===== src/hw/rtl/qsre_ram.sv =====
`timescale 1ns / 1ps
// ----------------------------------------------------------------------------
// qsre_ram
// Simple dual-port RAM: one write port, one read port, registered read data.
// ----------------------------------------------------------------------------
module qsre_ram #(
    parameter int DEPTH = 64,
    parameter int WIDTH = 48,
    localparam int AW   = (DEPTH > 1) ? $clog2(DEPTH) : 1
) (
    input  logic             i_clk,
    input  logic             i_we,
    input  logic [AW-1:0]    i_waddr,
    input  logic [WIDTH-1:0] i_wdata,
    input  logic [AW-1:0]    i_raddr,
    output logic [WIDTH-1:0] o_rdata
);

    logic [WIDTH-1:0] r_mem [DEPTH];
    logic [WIDTH-1:0] r_rdata;

    always_ff @(posedge i_clk) begin
        if (i_we) begin
            r_mem[i_waddr] <= i_wdata;
        end
    end

    always_ff @(posedge i_clk) begin
        r_rdata <= r_mem[i_raddr];
    end

    assign o_rdata = r_rdata;

endmodule


===== config.mk =====
export PLATFORM = sky130hd
export DESIGN_NAME = qsre_ram
export DESIGN_NICKNAME = d
export VERILOG_FILES = /design/src/hw/rtl/qsre_ram.sv
export SDC_FILE = /design/constraint.sdc
export NUM_CORES = 2
export LEC_CHECK = 0
export BUFFER_PORTS_ARGS = -buffer_cell sky130_fd_sc_hd__buf_2
export CAP_MARGIN = 25
export CORE_ASPECT_RATIO = 0.7
export CORE_UTILIZATION = 40
export CTS_CLUSTER_DIAMETER = 80
export CTS_CLUSTER_SIZE = 8
export DETAILED_ROUTE_END_ITERATION = 7
export GPL_ROUTABILITY_DRIVEN = 0
export GPL_TIMING_DRIVEN = 0
export HOLD_SLACK_MARGIN = 0.02
export SYNTH_ARGS = -nofsm -noshare
export SYNTH_HDL_FRONTEND = slang
export SYNTH_SLANG_ARGS = --single-unit

===== constraint.sdc =====
create_clock -name i_clk -period 6.74 [get_ports i_clk]
set_input_delay 1.011 -clock i_clk [delete_from_list [all_inputs] [get_ports i_clk]]
set_output_delay 1.011 -clock i_clk [all_outputs]
set_load 0.01 [all_outputs]

Yosys cells after proc, flatten, opt, wreduce, memory -nomap -nowiden
Memories as Yosys holds them, arrays and structs flattened. A register that Yosys moved wholly into a read port is not among the register bits.
Index checks and enable logic that the tools add are counted.
W data, S select, Z words.
{"block": "word_totals", "register_bits": 0, "ramBits": 3072, "inputBits": 62, "wordCells": 3, "memories": 1}
{"block": "classes", "mux": 2}
{"memory": "r_mem", "words": 64, "width": 48, "read_ports": 1, "rd_ports_with_merged_regs": 1, "write_ports": 1, "line": "19", "text": "logic [WIDTH-1:0] r_mem [DEPTH];"}
{"operator": "$mux W1", "n": 2}

Depth between registers and ports, before layout
{"block": "logic_depth", "ltp_word": 2, "depth_mapped": 9, "depth_no_buf": 5}

Least setup slack after synthesis
OpenSTA, ideal clock, no wires.
{"block": "synth_path", "kind": "input to register", "from": "in i_waddr[3]", "to": "mem r_mem[48][0] (enable)", "setup_ns": 0.513, "t_arrival_ns": 4.783, "required_time_ns": 6.227, "slack_ns": 1.444, "stages": 4, "path_buffers": 1, "path_cell_list": "clkbuf_1 > nor2b_1 > nand4b_1 > nor3_1"}
{"item": "start, declared", "line": "13", "text": "input logic [AW-1:0] i_waddr,"}
{"item": "end, declared", "line": "19"}
No word-level cell before the write port.

==> run metrics <==
cts bufs inserted ~430; final hold violation count 0; R2R Setup Slk 3670 ps; dpl ws 1340 ps; Post-Synth XOR/XNOR Area 0; sequential share of the synthesized area 0.796; Main synth FF type edfxtp_1; synth-to-layout area growth 18.9%; setup ws final 2020 ps; CP required 7380 ps; Final nets roughly 5.8k; CTS Root Cell clkbuf_16; die extent in x 649 µm; largest family of logic cells by synthesized area multiplexers; crit-path max cell delay 1190 ps; remaining global-route overflow 0; DRT iter0 DRCs between 10k and 15k; # setup viols final 0; hold_sp i_wdata[47]; Worst VDD drop 0.235 mV; die area between 200000 and 300000 µm²; Achievable Freq 212 MHz; Worst Hold Class input port to flip-flop; net count after synthesis 5032; Die H ~450 µm; GRT Util Overall 0.243; EDFF count, synth 3072; Yosys cell types 36; Reg2Reg Depth 5; fin crit share 0.700; Initial Util 0.404; most frequent CP cell buf_4; Worst path slowest cell a221oi_1; I/O Buffers 101; Synth Instances approximately 5.0k; clk sinks 3120; Post-Synth Simple-Gate Area 0.00957; Clk pin slew, worst setup/hold paths 50 ps; Worst Setup EP o_rdata[41]$_DFF_P_; P_leak 43.6 nW; Netlist Area Pre-Place 117000 µm²; Reg-to-Reg Start r_mem[39][41]$_DFFE_PP_; Final ANT Viol Nets 0; CP Cell Sequence buf_2 > buf_4 > buf_4 > buf_4 > buf_2 > mux2i_1 > a21oi_1 > a21oi_1 > a221oi_1; clock buffer depth 4; IO Pins 110; CORE AREA 290000 µm²; Pwr Total between 40 and 50 mW; fin area between 100000 and 150000 µm²; latest clock arrival within the worst-skew pair 930 ps; mux contribution to synthesized area 0.152; Hold Buf Count CTS 0; Synth Register Bits around 3.1k; Crit Path Category input port to flip-flop; synthesized area per cell roughly 24 µm²; pins over their slew limit 0; worst reg2reg endpoint o_rdata[41]$_DFF_P_; DP HPWL between 200000 and 250000 µm; H-tree level count 5; DRT Pass-1 Iters 7; largest net degree at the start of global routing 65; pwr dens roughly 310 nW/µm²; Post-CTS Setup Inserts 0; DR WL/cell 37.5 µm; Worst setup EP type flip-flop; vias per cell 6.27; drc violations 0; vias in the first global route just under 60k; largest fanout on the critical path 10; measured slew at the worst slew-check pin 1450 ps; Synth async-reset ratio 0; # rows around 170; Startpoint Class input port; unrepaired setup endpoints after global routing no; fraction of layout cells with a size suffix above 1 0.309; Final min period 4720 ps; post-synthesis adder-cell area fraction 0; CTS resizes 0; compound-cell area share of the yosys netlist 0.0302; global-route wire length before repair 492000 µm; Yosys warning total 0; status finished, final reports clean; Max Cap Viol 0; initial antenna violation count 23; CP arrival 5360 ps; Worst setup startpoint i_raddr[1]; drt total wl 364000 µm; via count of the routed design 60.9k; Slew HR 0.0308; Post-DP Area approximately 130000 µm²; CTS tree built; Final Skew around 58 ps
-- metrics by stage --
| stage | utilization | hold WS (ps) | TNS [ps] | std cells |
|---|---|---|---|---|
| floorplan | - | 710 | 0 | 4970 |
| global placement | 0.422 | 941 | -2893650 | 8912 |
| detailed placement | 0.438 | 939 | 0 | 9121 |
| CTS | 0.479 | 435 | 0 | 9681 |
| global route | 0.480 | 372 | 0 | 9709 |
| finish | 0.480 | 390 | 0 | 9716 |
-- layer usage --
layer	part of all wire	vias to the layer above	track usage
met1	0.41	32900	0.360
li1	-	23000	-
met5	0.00013	-	0
met4	0.030	8	0.0712
met3	0.14	619	0.0760
met2	0.43	4361	0.345
-- cell usage after synthesis (all sizes together) (48+ instances only) --
master / number / area, µm²
o22ai: 122 / 763
nand2: 55 / 206
clkbuf: 99 / 373
nor2: 132 / 495
dfxtp: 48 / 961
edfxtp: 3072 / 92200
mux2i: 63 / 631
a22oi: 72 / 541
a21oi: 74 / 370
a22o: 57 / 499
a221oi: 83 / 727
mux4: 754 / 17000
buf: 183 / 1120
-- sequential cells by signal, indices dropped and copies added (netlist names) --
register,count
o_rdata,48
r_mem,3072
-- area by class of cell --
type                       instances  area (µm²)
antenna                            9        22.5
buffer                           282        1500
clock buffer                     544       11500
clock inverter                    16         289
fill                           22900      151000
multi-input combinational       1568       22900
sequential                      3120       93200
tap                             3841        4810
timing repair buffer             336        5120
-- how the worst min path moves through the flow --
stage / to / slack, ps / cells past startpoint
after floorplan: o_rdata[13]$_DFF_P_ / 710 / 4
after global placement: o_rdata[45]$_DFF_P_ / 940 / 3
after detailed placement: o_rdata[45]$_DFF_P_ / 940 / 3
after CTS: r_mem[41][20]$_DFFE_PP_ / 440 / 1
after global routing: r_mem[32][47]$_DFFE_PP_ / 370 / 1
final: r_mem[32][47]$_DFFE_PP_ / 390 / 1
-- worst max-delay path: cells and delay by family --
kind / cells / cell delay, ps
AOI/OAI and AO/OA: 3 / 2110
buffers and inverters: 5 / 1920
muxes: 1 / 230
-- power by group --
group | leakage, nW | internal (mW) | switching, mW
Sequential | 28.0 | 21.5 | 0.0441
Clock | 5.71 | 11.7 | 7.78
Combinational | 9.88 | 0.780 | 1.58
Total | 43.6 | 34.0 | 9.41
-- kinds of logic (layout without fill, tap and decap cells) --
kind of cell	after synthesis	count (layout)
other	0	9
AO/OA/AOI/OAI	486	486
multiplexers	829	829
AND/OR/NAND/NOR	253	253
flip-flops	3120	3120
buffers and inverters	282	1178
-- layout by cell type, fill, tap and decap left out, types with 12 or more instances in the layout --
cell,instances
o221ai_1,28
mux4_2,754
clkbuf_16,443
nor2_4,62
buf_1,12
mux2i_1,63
nor2b_1,24
clkbuf_1,195
nand2_1,55
buf_4,72
buf_6,25
buf_16,34
o22ai_1,122
a221oi_1,83
a22o_1,57
buf_2,199
nor2_1,70
a22oi_1,72
a21oi_1,74
edfxtp_1,3072
a211oi_1,32
buf_12,163
mux2_2,12
dfxtp_1,48
Power figures use the tool's default switching activity.
